$ cat config.mk
export PLATFORM = sky130hd
export DESIGN_NAME = hsv_to_rgb_converter_unit_flat
export DESIGN_NICKNAME = d
export VERILOG_FILES = /design/src/hw/rtl/hsvc_pkg.sv /design/src/hw/rtl/hsvc_hsv_if.sv /design/src/hw/rtl/hsvc_rgb_if.sv /design/src/hw/rtl/hsv_to_rgb_converter_unit.sv /design/src/flat_wrapper.sv
export SDC_FILE = /design/constraint.sdc
export NUM_CORES = 2
export LEC_CHECK = 0
export ABC_AREA = 1
export BUFFER_PORTS_ARGS = -buffer_cell sky130_fd_sc_hd__buf_2
export CAP_MARGIN = 30
export CORE_MARGIN = 8
export CORE_UTILIZATION = 55
export CTS_BUF_LIST = sky130_fd_sc_hd__clkbuf_16
export DETAILED_ROUTE_END_ITERATION = 8
export GPL_ROUTABILITY_DRIVEN = 0
export GPL_TIMING_DRIVEN = 0
export PLACE_DENSITY = 0.72
export SYNTH_ARGS = -nofsm -noshare
export SYNTH_HDL_FRONTEND = slang
export SYNTH_SLANG_ARGS = --single-unit
$ cat constraint.sdc
create_clock -name clk -period 15.25 [get_ports clk]
set_clock_uncertainty 0.2 [all_clocks]
set_input_delay 0.7625 -clock clk [delete_from_list [all_inputs] [get_ports clk]]
set_output_delay 0.7625 -clock clk [all_outputs]
set_load 0.03 [all_outputs]
$ cat src/hw/rtl/hsvc_pkg.sv
// ----------------------------------------------------------------------------
// hsvc_pkg
// Shared types and fixed-point constants of the hsv to rgb converter.
// ----------------------------------------------------------------------------
`default_nettype none

package hsvc_pkg;

	localparam int FRAC_BITS    = 8;
	localparam int HUE_SUB_BITS = 6;

	localparam int HUE_W  = 15;
	localparam int FRAC_W = 9;
	localparam int CH_W   = 8;

	localparam int ONE         = 1 << FRAC_BITS;
	localparam int SECTOR_SPAN = 60 << HUE_SUB_BITS;
	localparam int FULL_TURN   = 360 << HUE_SUB_BITS;

	// one sector in hue units times one, the full-scale channel factor
	localparam int UNIT_FACTOR = ONE * SECTOR_SPAN;

	localparam int REM_W    = $clog2(SECTOR_SPAN + 1);
	localparam int FACTOR_W = $clog2(UNIT_FACTOR + 1);
	localparam int MUL_W    = FRAC_W + FACTOR_W - 1;
	localparam int SCALED_W = MUL_W + CH_W;

	// channel = floor(m * 255 / (ONE * ONE * SECTOR_SPAN))
	// denominator = 2^DEN_SHIFT * 15, the shift is taken first
	localparam int DEN_SHIFT = 2 * FRAC_BITS + HUE_SUB_BITS + 2;
	localparam int QUOT_W    = SCALED_W - DEN_SHIFT;

	// floor(z / 15) = (z * RECIP) >> RECIP_SHIFT for z below 4096
	localparam int RECIP       = 4370;
	localparam int RECIP_SHIFT = 16;
	localparam int RECIP_W     = 13;
	localparam int RPROD_W     = QUOT_W + RECIP_W;

	typedef logic [HUE_W-1:0]  hue_t;
	typedef logic [FRAC_W-1:0] frac_t;
	typedef logic [CH_W-1:0]   chan_t;

	typedef enum logic [2:0] {
		SECT_RED_YELLOW,
		SECT_YELLOW_GREEN,
		SECT_GREEN_CYAN,
		SECT_CYAN_BLUE,
		SECT_BLUE_MAGENTA,
		SECT_MAGENTA_RED
	} sector_t;

endpackage

`default_nettype wire

$ cat src/hw/rtl/hsvc_hsv_if.sv
// ----------------------------------------------------------------------------
// hsvc_hsv_if
// Valid/ready channel carrying one hsv color per beat.
// ----------------------------------------------------------------------------
`default_nettype none

interface hsvc_hsv_if;
	import hsvc_pkg::*;

	logic  valid;
	logic  ready;
	hue_t  hue;
	frac_t saturation;
	frac_t brightness;

	modport source (output valid, output hue, output saturation, output brightness,
		input ready);
	modport sink (input valid, input hue, input saturation, input brightness,
		output ready);
endinterface

`default_nettype wire

$ cat src/hw/rtl/hsvc_rgb_if.sv
// ----------------------------------------------------------------------------
// hsvc_rgb_if
// Valid/ready channel carrying one 8-bit rgb color per beat.
// ----------------------------------------------------------------------------
`default_nettype none

interface hsvc_rgb_if;
	import hsvc_pkg::*;

	logic  valid;
	logic  ready;
	chan_t red;
	chan_t green;
	chan_t blue;

	modport source (output valid, output red, output green, output blue, input ready);
	modport sink (input valid, input red, input green, input blue, output ready);
endinterface

`default_nettype wire

$ cat src/hw/rtl/hsv_to_rgb_converter_unit.sv
// path: an accepted hsv beat passes stage registers s1 to s6 before it leaves as its rgb beat
// throughput: one color per cycle; the six register stages move together
// and hold as a whole only while a finished result waits on the output
// reset: arst_n clears the stage valid bits at once, payload is not reset
// ----------------------------------------------------------------------------
// hsv_to_rgb_converter_unit
// Six-sector hsv to rgb conversion in fixed point, exact truncation to 8 bits.
// ----------------------------------------------------------------------------
`default_nettype none

module hsv_to_rgb_converter_unit (
	input wire logic   clk,
	input wire logic   arst_n,
	hsvc_hsv_if.sink   hsv,
	hsvc_rgb_if.source rgb
);
	import hsvc_pkg::*;

	logic advance;

	logic valid_s1, valid_s2, valid_s3, valid_s4, valid_s5, valid_s6;

	// stage 1: clamp, sector, remainder
	sector_t          sector_s1;
	logic [REM_W-1:0] rem_s1;
	frac_t            sat_s1, val_s1;

	// stage 2: saturation products
	sector_t             sector_s2;
	logic [FACTOR_W-1:0] sq_s2, st_s2, fp_s2;
	frac_t               val_s2;

	// stage 3: routed channel factors
	logic [FACTOR_W-1:0] fr_s3, fg_s3, fb_s3;
	frac_t               val_s3;

	// stage 4: value times factor
	logic [MUL_W-1:0] mr_s4, mg_s4, mb_s4;

	// stage 5: scaled by 255, low denominator bits dropped
	logic [QUOT_W-1:0] zr_s5, zg_s5, zb_s5;

	// stage 6: divided by 15
	chan_t r_s6, g_s6, b_s6;

	assign advance   = !valid_s6 || rgb.ready;
	assign hsv.ready = advance;

	// stage 1 logic
	hue_t             hue_w;
	frac_t            sat_w, val_w;
	sector_t          sector_w;
	hue_t             base_w;

	always_comb begin
		hue_w = (hsv.hue >= HUE_W'(FULL_TURN)) ? '0 : hsv.hue;
		sat_w = (hsv.saturation > FRAC_W'(ONE)) ? FRAC_W'(ONE) : hsv.saturation;
		val_w = (hsv.brightness > FRAC_W'(ONE)) ? FRAC_W'(ONE) : hsv.brightness;
		priority if (hue_w >= HUE_W'(5 * SECTOR_SPAN)) begin
			sector_w = SECT_MAGENTA_RED;
			base_w   = HUE_W'(5 * SECTOR_SPAN);
		end else if (hue_w >= HUE_W'(4 * SECTOR_SPAN)) begin
			sector_w = SECT_BLUE_MAGENTA;
			base_w   = HUE_W'(4 * SECTOR_SPAN);
		end else if (hue_w >= HUE_W'(3 * SECTOR_SPAN)) begin
			sector_w = SECT_CYAN_BLUE;
			base_w   = HUE_W'(3 * SECTOR_SPAN);
		end else if (hue_w >= HUE_W'(2 * SECTOR_SPAN)) begin
			sector_w = SECT_GREEN_CYAN;
			base_w   = HUE_W'(2 * SECTOR_SPAN);
		end else if (hue_w >= HUE_W'(SECTOR_SPAN)) begin
			sector_w = SECT_YELLOW_GREEN;
			base_w   = HUE_W'(SECTOR_SPAN);
		end else begin
			sector_w = SECT_RED_YELLOW;
			base_w   = '0;
		end
	end

	// stage 2 logic
	logic [REM_W-1:0]        comp_w;
	frac_t                   inv_s_w;
	logic [FRAC_W+REM_W-1:0] prod_q_w, prod_t_w, prod_p_w;

	always_comb begin
		comp_w   = REM_W'(SECTOR_SPAN) - rem_s1;
		inv_s_w  = FRAC_W'(ONE) - sat_s1;
		prod_q_w = {{REM_W{1'b0}}, sat_s1} * {{FRAC_W{1'b0}}, rem_s1};
		prod_t_w = {{REM_W{1'b0}}, sat_s1} * {{FRAC_W{1'b0}}, comp_w};
		prod_p_w = {{REM_W{1'b0}}, inv_s_w} * (FRAC_W + REM_W)'(SECTOR_SPAN);
	end

	// stage 3 logic: q, t and v factors, routed by sector
	logic [FACTOR_W-1:0] fq_w, ft_w, fv_w;
	logic [FACTOR_W-1:0] fr_w, fg_w, fb_w;

	always_comb begin
		fv_w = FACTOR_W'(UNIT_FACTOR);
		fq_w = fv_w - sq_s2;
		ft_w = fv_w - st_s2;
		unique case (sector_s2)
			SECT_RED_YELLOW:   begin fr_w = fv_w;  fg_w = ft_w;  fb_w = fp_s2; end
			SECT_YELLOW_GREEN: begin fr_w = fq_w;  fg_w = fv_w;  fb_w = fp_s2; end
			SECT_GREEN_CYAN:   begin fr_w = fp_s2; fg_w = fv_w;  fb_w = ft_w;  end
			SECT_CYAN_BLUE:    begin fr_w = fp_s2; fg_w = fq_w;  fb_w = fv_w;  end
			SECT_BLUE_MAGENTA: begin fr_w = ft_w;  fg_w = fp_s2; fb_w = fv_w;  end
			default:           begin fr_w = fv_w;  fg_w = fp_s2; fb_w = fq_w;  end
		endcase
	end

	// stage 4 logic
	logic [FRAC_W+FACTOR_W-1:0] pr_w, pg_w, pb_w;

	always_comb begin
		pr_w = {{FACTOR_W{1'b0}}, val_s3} * {{FRAC_W{1'b0}}, fr_s3};
		pg_w = {{FACTOR_W{1'b0}}, val_s3} * {{FRAC_W{1'b0}}, fg_s3};
		pb_w = {{FACTOR_W{1'b0}}, val_s3} * {{FRAC_W{1'b0}}, fb_s3};
	end

	// stage 5 logic: times 255 as a shift and subtract
	logic [SCALED_W-1:0] wr_w, wg_w, wb_w;

	always_comb begin
		wr_w = {mr_s4, {CH_W{1'b0}}} - {{CH_W{1'b0}}, mr_s4};
		wg_w = {mg_s4, {CH_W{1'b0}}} - {{CH_W{1'b0}}, mg_s4};
		wb_w = {mb_s4, {CH_W{1'b0}}} - {{CH_W{1'b0}}, mb_s4};
	end

	// stage 6 logic: reciprocal multiply for the divide by 15
	logic [RPROD_W-1:0] qr_w, qg_w, qb_w;

	always_comb begin
		qr_w = {{RECIP_W{1'b0}}, zr_s5} * RPROD_W'(RECIP);
		qg_w = {{RECIP_W{1'b0}}, zg_s5} * RPROD_W'(RECIP);
		qb_w = {{RECIP_W{1'b0}}, zb_s5} * RPROD_W'(RECIP);
	end

	always_ff @(posedge clk or negedge arst_n) begin
		if (!arst_n) begin
			valid_s1 <= 1'b0;
			valid_s2 <= 1'b0;
			valid_s3 <= 1'b0;
			valid_s4 <= 1'b0;
			valid_s5 <= 1'b0;
			valid_s6 <= 1'b0;
		end else if (advance) begin
			valid_s1 <= hsv.valid;
			valid_s2 <= valid_s1;
			valid_s3 <= valid_s2;
			valid_s4 <= valid_s3;
			valid_s5 <= valid_s4;
			valid_s6 <= valid_s5;
		end
	end

	always_ff @(posedge clk) begin
		if (advance) begin
			sector_s1 <= sector_w;
			rem_s1    <= REM_W'(hue_w - base_w);
			sat_s1    <= sat_w;
			val_s1    <= val_w;

			sector_s2 <= sector_s1;
			sq_s2     <= prod_q_w[FACTOR_W-1:0];
			st_s2     <= prod_t_w[FACTOR_W-1:0];
			fp_s2     <= prod_p_w[FACTOR_W-1:0];
			val_s2    <= val_s1;

			fr_s3  <= fr_w;
			fg_s3  <= fg_w;
			fb_s3  <= fb_w;
			val_s3 <= val_s2;

			mr_s4 <= pr_w[MUL_W-1:0];
			mg_s4 <= pg_w[MUL_W-1:0];
			mb_s4 <= pb_w[MUL_W-1:0];

			zr_s5 <= wr_w[SCALED_W-1:DEN_SHIFT];
			zg_s5 <= wg_w[SCALED_W-1:DEN_SHIFT];
			zb_s5 <= wb_w[SCALED_W-1:DEN_SHIFT];

			r_s6 <= qr_w[RECIP_SHIFT+CH_W-1:RECIP_SHIFT];
			g_s6 <= qg_w[RECIP_SHIFT+CH_W-1:RECIP_SHIFT];
			b_s6 <= qb_w[RECIP_SHIFT+CH_W-1:RECIP_SHIFT];
		end
	end

	assign rgb.valid = valid_s6;
	assign rgb.red   = r_s6;
	assign rgb.green = g_s6;
	assign rgb.blue  = b_s6;

endmodule

`default_nettype wire

$ cat src/flat_wrapper.sv
// flat-port wrapper written by rule: the top's interface ports become plain ports
module hsv_to_rgb_converter_unit_flat import hsvc_pkg::*;
  (clk, arst_n, hsv_valid, hsv_hue, hsv_saturation, hsv_brightness, hsv_ready, rgb_valid, rgb_red, rgb_green, rgb_blue, rgb_ready);
  hsvc_hsv_if hsv_i ();
  hsvc_rgb_if rgb_i ();
  input wire logic clk;
  input wire logic arst_n;
  input wire logic [$bits(hsv_i.valid)-1:0] hsv_valid;
  input wire logic [$bits(hsv_i.hue)-1:0] hsv_hue;
  input wire logic [$bits(hsv_i.saturation)-1:0] hsv_saturation;
  input wire logic [$bits(hsv_i.brightness)-1:0] hsv_brightness;
  output wire logic [$bits(hsv_i.ready)-1:0] hsv_ready;
  output wire logic [$bits(rgb_i.valid)-1:0] rgb_valid;
  output wire logic [$bits(rgb_i.red)-1:0] rgb_red;
  output wire logic [$bits(rgb_i.green)-1:0] rgb_green;
  output wire logic [$bits(rgb_i.blue)-1:0] rgb_blue;
  input wire logic [$bits(rgb_i.ready)-1:0] rgb_ready;
  assign hsv_i.valid = hsv_valid;
  assign hsv_i.hue = hsv_hue;
  assign hsv_i.saturation = hsv_saturation;
  assign hsv_i.brightness = hsv_brightness;
  assign hsv_ready = hsv_i.ready;
  assign rgb_valid = rgb_i.valid;
  assign rgb_red = rgb_i.red;
  assign rgb_green = rgb_i.green;
  assign rgb_blue = rgb_i.blue;
  assign rgb_i.ready = rgb_ready;
  hsv_to_rgb_converter_unit u_core (.clk(clk), .arst_n(arst_n), .hsv(hsv_i), .rgb(rgb_i));
endmodule
# Yosys cells after proc, flatten, opt, wreduce, memory -nomap -nowiden
# Cells that the tools add are included.
# W data, S select, Z words.
[classes]
eq_ne = 4
order_cmp = 8
n_addsub = 8
mul = 9
muxes = 13
n_reduce_logical = 8
[op_table]
columns = ["cell", "count"]
rows = [
  ["$pmux W20 S3", 3],
  ["$sub A36 B28 Y36", 3],
  ["$mul A9 B20 Y28", 3],
  ["$mul A12 B12 Y23 const B", 3],
  ["$mux W12", 5],
  ["$mul A9 B12 Y20", 2],
  ["$sub A20 B20 Y20 const A", 2],
  ["$ge A15 B14 Y1 const B", 2],
  ["$ge A15 B15 Y1 const B", 2],
  ["$gt A9 B9 Y1 const B", 2],
  ["$ge A15 B12 Y1 const B", 1],
  ["$ge A15 B13 Y1 const B", 1],
  ["$mux W15", 1],
  ["$mul A9 B4 Y12 const B", 1],
  ["$sub A12 B12 Y12", 1],
  ["$sub A12 B12 Y12 const A", 1],
  ["$reduce_or A2 Y1", 5],
  ["$sub A9 B9 Y9 const A", 1],
  ["$eq A3 B2 Y1 const B", 2],
  ["$mux W3", 2],
  ["$eq A3 B1 Y1 const B", 1],
  ["$eq A3 B3 Y1 const B", 1],
  ["$logic_not A3 Y1", 1],
  ["$mux W1", 2],
  ["2 further kinds", 2],
]
[totals]
inputBits = 37
out_inout_bits = 26
register_bits = 316
word_cells = 79

# Longest topological paths before layout
[depth]
ltp_word = 9
ltp_mapped = 28
depth_no_buf = 27

# Worst setup path before layout
# No wires, ideal clock.
[synth_path]
path_kind = "input-to-reg"
start = "input port rgb_ready"
end = "register u_core.valid_s2"
t_required_ps = 14539
arrival_ps = 10011
path_stages = 4
setup_slack_ps = 4528
setup_ps = 511
n_path_buf = 1
path_cell_list = "inv_1 > nand2_1 > clkbuf_1 > a21oi_1"
[synth_between]
elab_chain_len = 1
[synth_lines]
columns = ["item", "line_no", "source"]
rows = [
  ["start, declared", "flat_wrapper.sv:17", "input wire logic [$bits(rgb_i.ready)-1:0] rgb_ready;"],
  ["$logic_or A1 B1 Y1", "hsv_to_rgb_converter_unit.sv:46", "assign advance = !valid_s6 || rgb.ready;"],
  ["named net hsv_ready", "flat_wrapper.sv:12", "output wire logic [$bits(hsv_i.ready)-1:0] hsv_ready;"],
  ["end signal, assigned", "hsv_to_rgb_converter_unit.sv:148", "valid_s2 <= valid_s1;"],
  ["end, declared", "hsv_to_rgb_converter_unit.sv:21", "logic valid_s1, valid_s2, valid_s3, valid_s4, valid_s5, valid_s6;"],
]
# The timed path passes the listed nets, and every way through them passes these cells.
# A chain may end at the register's enable or synchronous reset.

# Final worst setup path
[layout_path]
start = "register u_core.val_s3[8]"
end = "register u_core.mg_s4[24], data pin"
[layout_between]
elab_chain_len = 1
[layout_lines]
columns = ["item", "line_no", "source"]
rows = [
  ["start, declared", "hsv_to_rgb_converter_unit.sv:35", "frac_t val_s3;"],
  ["start signal, assigned", "hsv_to_rgb_converter_unit.sv:172", "val_s3 <= val_s2;"],
  ["$mul A9 B20 Y28", "hsv_to_rgb_converter_unit.sv:116", "pg_w = {{FACTOR_W{1'b0}}, val_s3} * {{FRAC_W{1'b0}}, fg_s3};"],
  ["named net u_core.pg_w[24]", "hsv_to_rgb_converter_unit.sv:112", "logic [FRAC_W+FACTOR_W-1:0] pr_w, pg_w, pb_w;"],
  ["end signal, assigned", "hsv_to_rgb_converter_unit.sv:175", "mg_s4 <= pg_w[MUL_W-1:0];"],
  ["end, declared", "hsv_to_rgb_converter_unit.sv:38", "logic [MUL_W-1:0] mr_s4, mg_s4, mb_s4;"],
]
# The timed path passes the listed nets, and every way through them passes these cells.

==> out/results.tsv <==
metric	value	unit
initial antenna violation count	0	
synthesized area per cell	7.564	µm²
number of global-route vias before repair	39850	
Inserted Clock Buffers	39	
H-tree Lvls	2	
# rows	107	
CP Max Fanout	10	
Tcrit/Tclk final	40.38	%
die footprint	95390	µm²
Slew HR	32.81	%
number of enable flip-flop cells after synthesis	309	
post-synth top area cell	fa_1	
vias per std cell	5.310	
Main synth FF type	edfxtp_1	
Tightest Hold Check Type	in -> reg	
top-area cell type share of the netlist area	23.51	%
final hold vios	0	
Post-DRT Antenna Nets	0	
Final Setup Violations	0	
CTS sink count	315	
post-cts resize count	0	
achievable frequency	162.4	MHz
Die X	308.9	µm
Total GRT Usage	25.00	%
DRC Markers	0	
crit path DAT	6.32	ns
root buf cell	clkbuf_16	
Post-Synthesis Cell Area	47170	µm²
Min-Delay Endpoint	u_core.valid_s1	
port bufs	62	
reg2reg end	u_core.mg_s4[24]	
setup TNS	0	ns
Critical Path Start Type	flip-flop	
most common cell in the netlist	nand2_1	
worst path required time	15.41	ns
1st-pass router iterations	7	
clock-pin slew on the worst setup and hold paths	0.06	ns
post-synth cell types	46	
worst setup path startpoint	u_core.val_s3[8]	
unrepaired setup endpoints after global routing	false	
worst hold path depth	3	
1st-iter DRT viols	2981	
flop-to-flop setup slack	9.09	ns
crit path capture type	flip-flop	
first-pass GRT wire length	195000	µm
asr flop ratio synth	1.905	%
largest net degree at the start of global routing	68	
total grt overflow	0	
Max Cap Viol	0	
post-DP HPWL	98660	µm
fin nets	7417	
Syn-to-layout area delta	6.719	%
Worst R2R Start	u_core.val_s3[8]	
worst-skew pair later-pin latency	0.60	ns
post-route minimum period	6.157	ns
postcts setup bufs	0	
share of cells above drive strength 1	2.635	%
sequential cell area fraction in the yosys report	19.99	%
fillers	7737	
Area contributors post-synth	fa_1, edfxtp_1, nand2_1	
worst-case clock buffer depth	3	
drt total wl	118800	µm
hold-fix buffers at CTS	1	
via count	39920	
Worst Path Class, Setup	reg -> reg	
Yosys Warn Count	0	
Synthesized Nets	7307	
initial cell density of the core	55.40	%
run status	finished clean	
Yosys reg bits	315	
Hold Startpoint	hsv_valid	
die height	308.9	µm
FF-to-FF path depth	20	
Antenna Cells	0	
CTS tree	done	
WL/cell	15.79	µm
Commonest cells post-synth	nand2_1, inv_1, fa_1	
Slew Viols, Final	0	
Tightest Pin Transition	1.008	ns
synthesized instance count	6236	
IO Count	63	
Core ar.	85150	µm²
## placed cells by master, fill, tap and decap left out, types with 4 or more instances in the layout
cell type / Yosys / routed
a21boi_0: 5 / 5
a21o_1: 23 / 23
a21oi_1: 245 / 245
a31oi_1: 4 / 4
and2_1: 4 / 4
buf_1: 14 / 14
buf_16: 0 / 4
buf_2: 7 / 69
clkbuf_1: 149 / 148
clkbuf_16: 0 / 39
clkinv_1: 6 / 12
clkinv_4: 0 / 5
dfrtp_1: 6 / 6
edfxtp_1: 309 / 309
fa_1: 554 / 554
ha_1: 480 / 480
inv_1: 1552 / 1556
inv_2: 9 / 9
inv_6: 0 / 5
nand2_1: 1620 / 1620
nand3_1: 303 / 303
nand3b_1: 8 / 8
nand4_1: 103 / 103
nor2_1: 406 / 406
nor2_2: 5 / 5
nor3_1: 67 / 67
nor4_1: 8 / 8
o21a_1: 6 / 6
o21ai_0: 136 / 136
o21ai_1: 10 / 10
o21bai_1: 16 / 16
o22ai_1: 21 / 21
o31ai_1: 4 / 4
or2_2: 6 / 6
xnor2_1: 35 / 35
xor2_1: 91 / 91
## sequential cells by signal, summed over array words and instances, names as in the netlist, 19 cells and up
register,cells
u_core.fb_s3,20
u_core.fg_s3,20
u_core.fr_s3,20
u_core.mb_s4,28
u_core.mg_s4,28
u_core.mr_s4,28
u_core.sq_s2,19
u_core.st_s2,20
## critical path, cell delays in order (launching register included)
cell and delay, ns:
edfxtp_1 0.38, clkbuf_1 0.65, buf_2 0.44, buf_1 0.71
nand2_1 0.10, inv_1 0.10, fa_1 0.43, fa_1 0.46
fa_1 0.51, inv_1 0.07, fa_1 0.54, inv_1 0.04
ha_1 0.36, a21oi_1 0.26, inv_1 0.09, o21ai_0 0.23
nand2_1 0.08, nand2_1 0.09, nand3_1 0.07, nand2_1 0.06
nand2_1 0.04
## through the flow
stage	worst slack, ns	hold slack [ns]	util (%)	std cells	instance area [µm²]
final	9.093	0.1667	59.12	7519	50340
after global routing	8.770	0.1825	59.12	7519	50340
after CTS	9.162	0.1248	59.12	7519	50340
after detailed placement	9.181	0.2045	57.62	7448	49060
after global placement	0.1048	0.2042	57.45	7442	48910
after floorplan	4.528	0.2003	-	6236	47170
## routing by layer
layer / share of wire [%] / up-vias / track usage (%)
met5: 0 / - / 0
met1: 41 / 18830 / 31.56
met2: 47 / 1540 / 43.30
li1: - / 19230 / -
met3: 7.4 / 321 / 3.596
met4: 4.2 / 0 / 9.832
## worst max path at each step
stage / to / slack, ns
floorplan: u_core.valid_s2 / 4.53
global placement: hsv_ready / 0.10
detailed placement: u_core.mg_s4[26] / 9.18
CTS: u_core.mg_s4[26] / 9.16
global route: u_core.mg_s4[24] / 8.77
finish: u_core.mg_s4[24] / 9.09
## layout make-up
cell class	count	area [µm²]	area share, %
clock inverters	31	292.8	0.5816
multi-input cells	4183	31210	61.99
repair buffers	69	465.4	0.9246
inverters	1568	5888	11.70
flip-flops and latches	315	9429	18.73
clock buffers	39	975.9	1.939
well taps	1144	1431	2.843
plain buffers	170	650.6	1.292
## logic make-up after synthesis
group | count (synthesis) | synth area share [%]
buf+inv | 1738 | 13.85
flops | 315 | 19.99
fa+ha+maj | 1034 | 36.24
compound gates | 475 | 5.422
xor+xnor | 126 | 2.339
simple gates | 2548 | 22.15
Power is not shown: default switching activity piles up to over one toggle a cycle in this logic, so the estimate is an artifact.
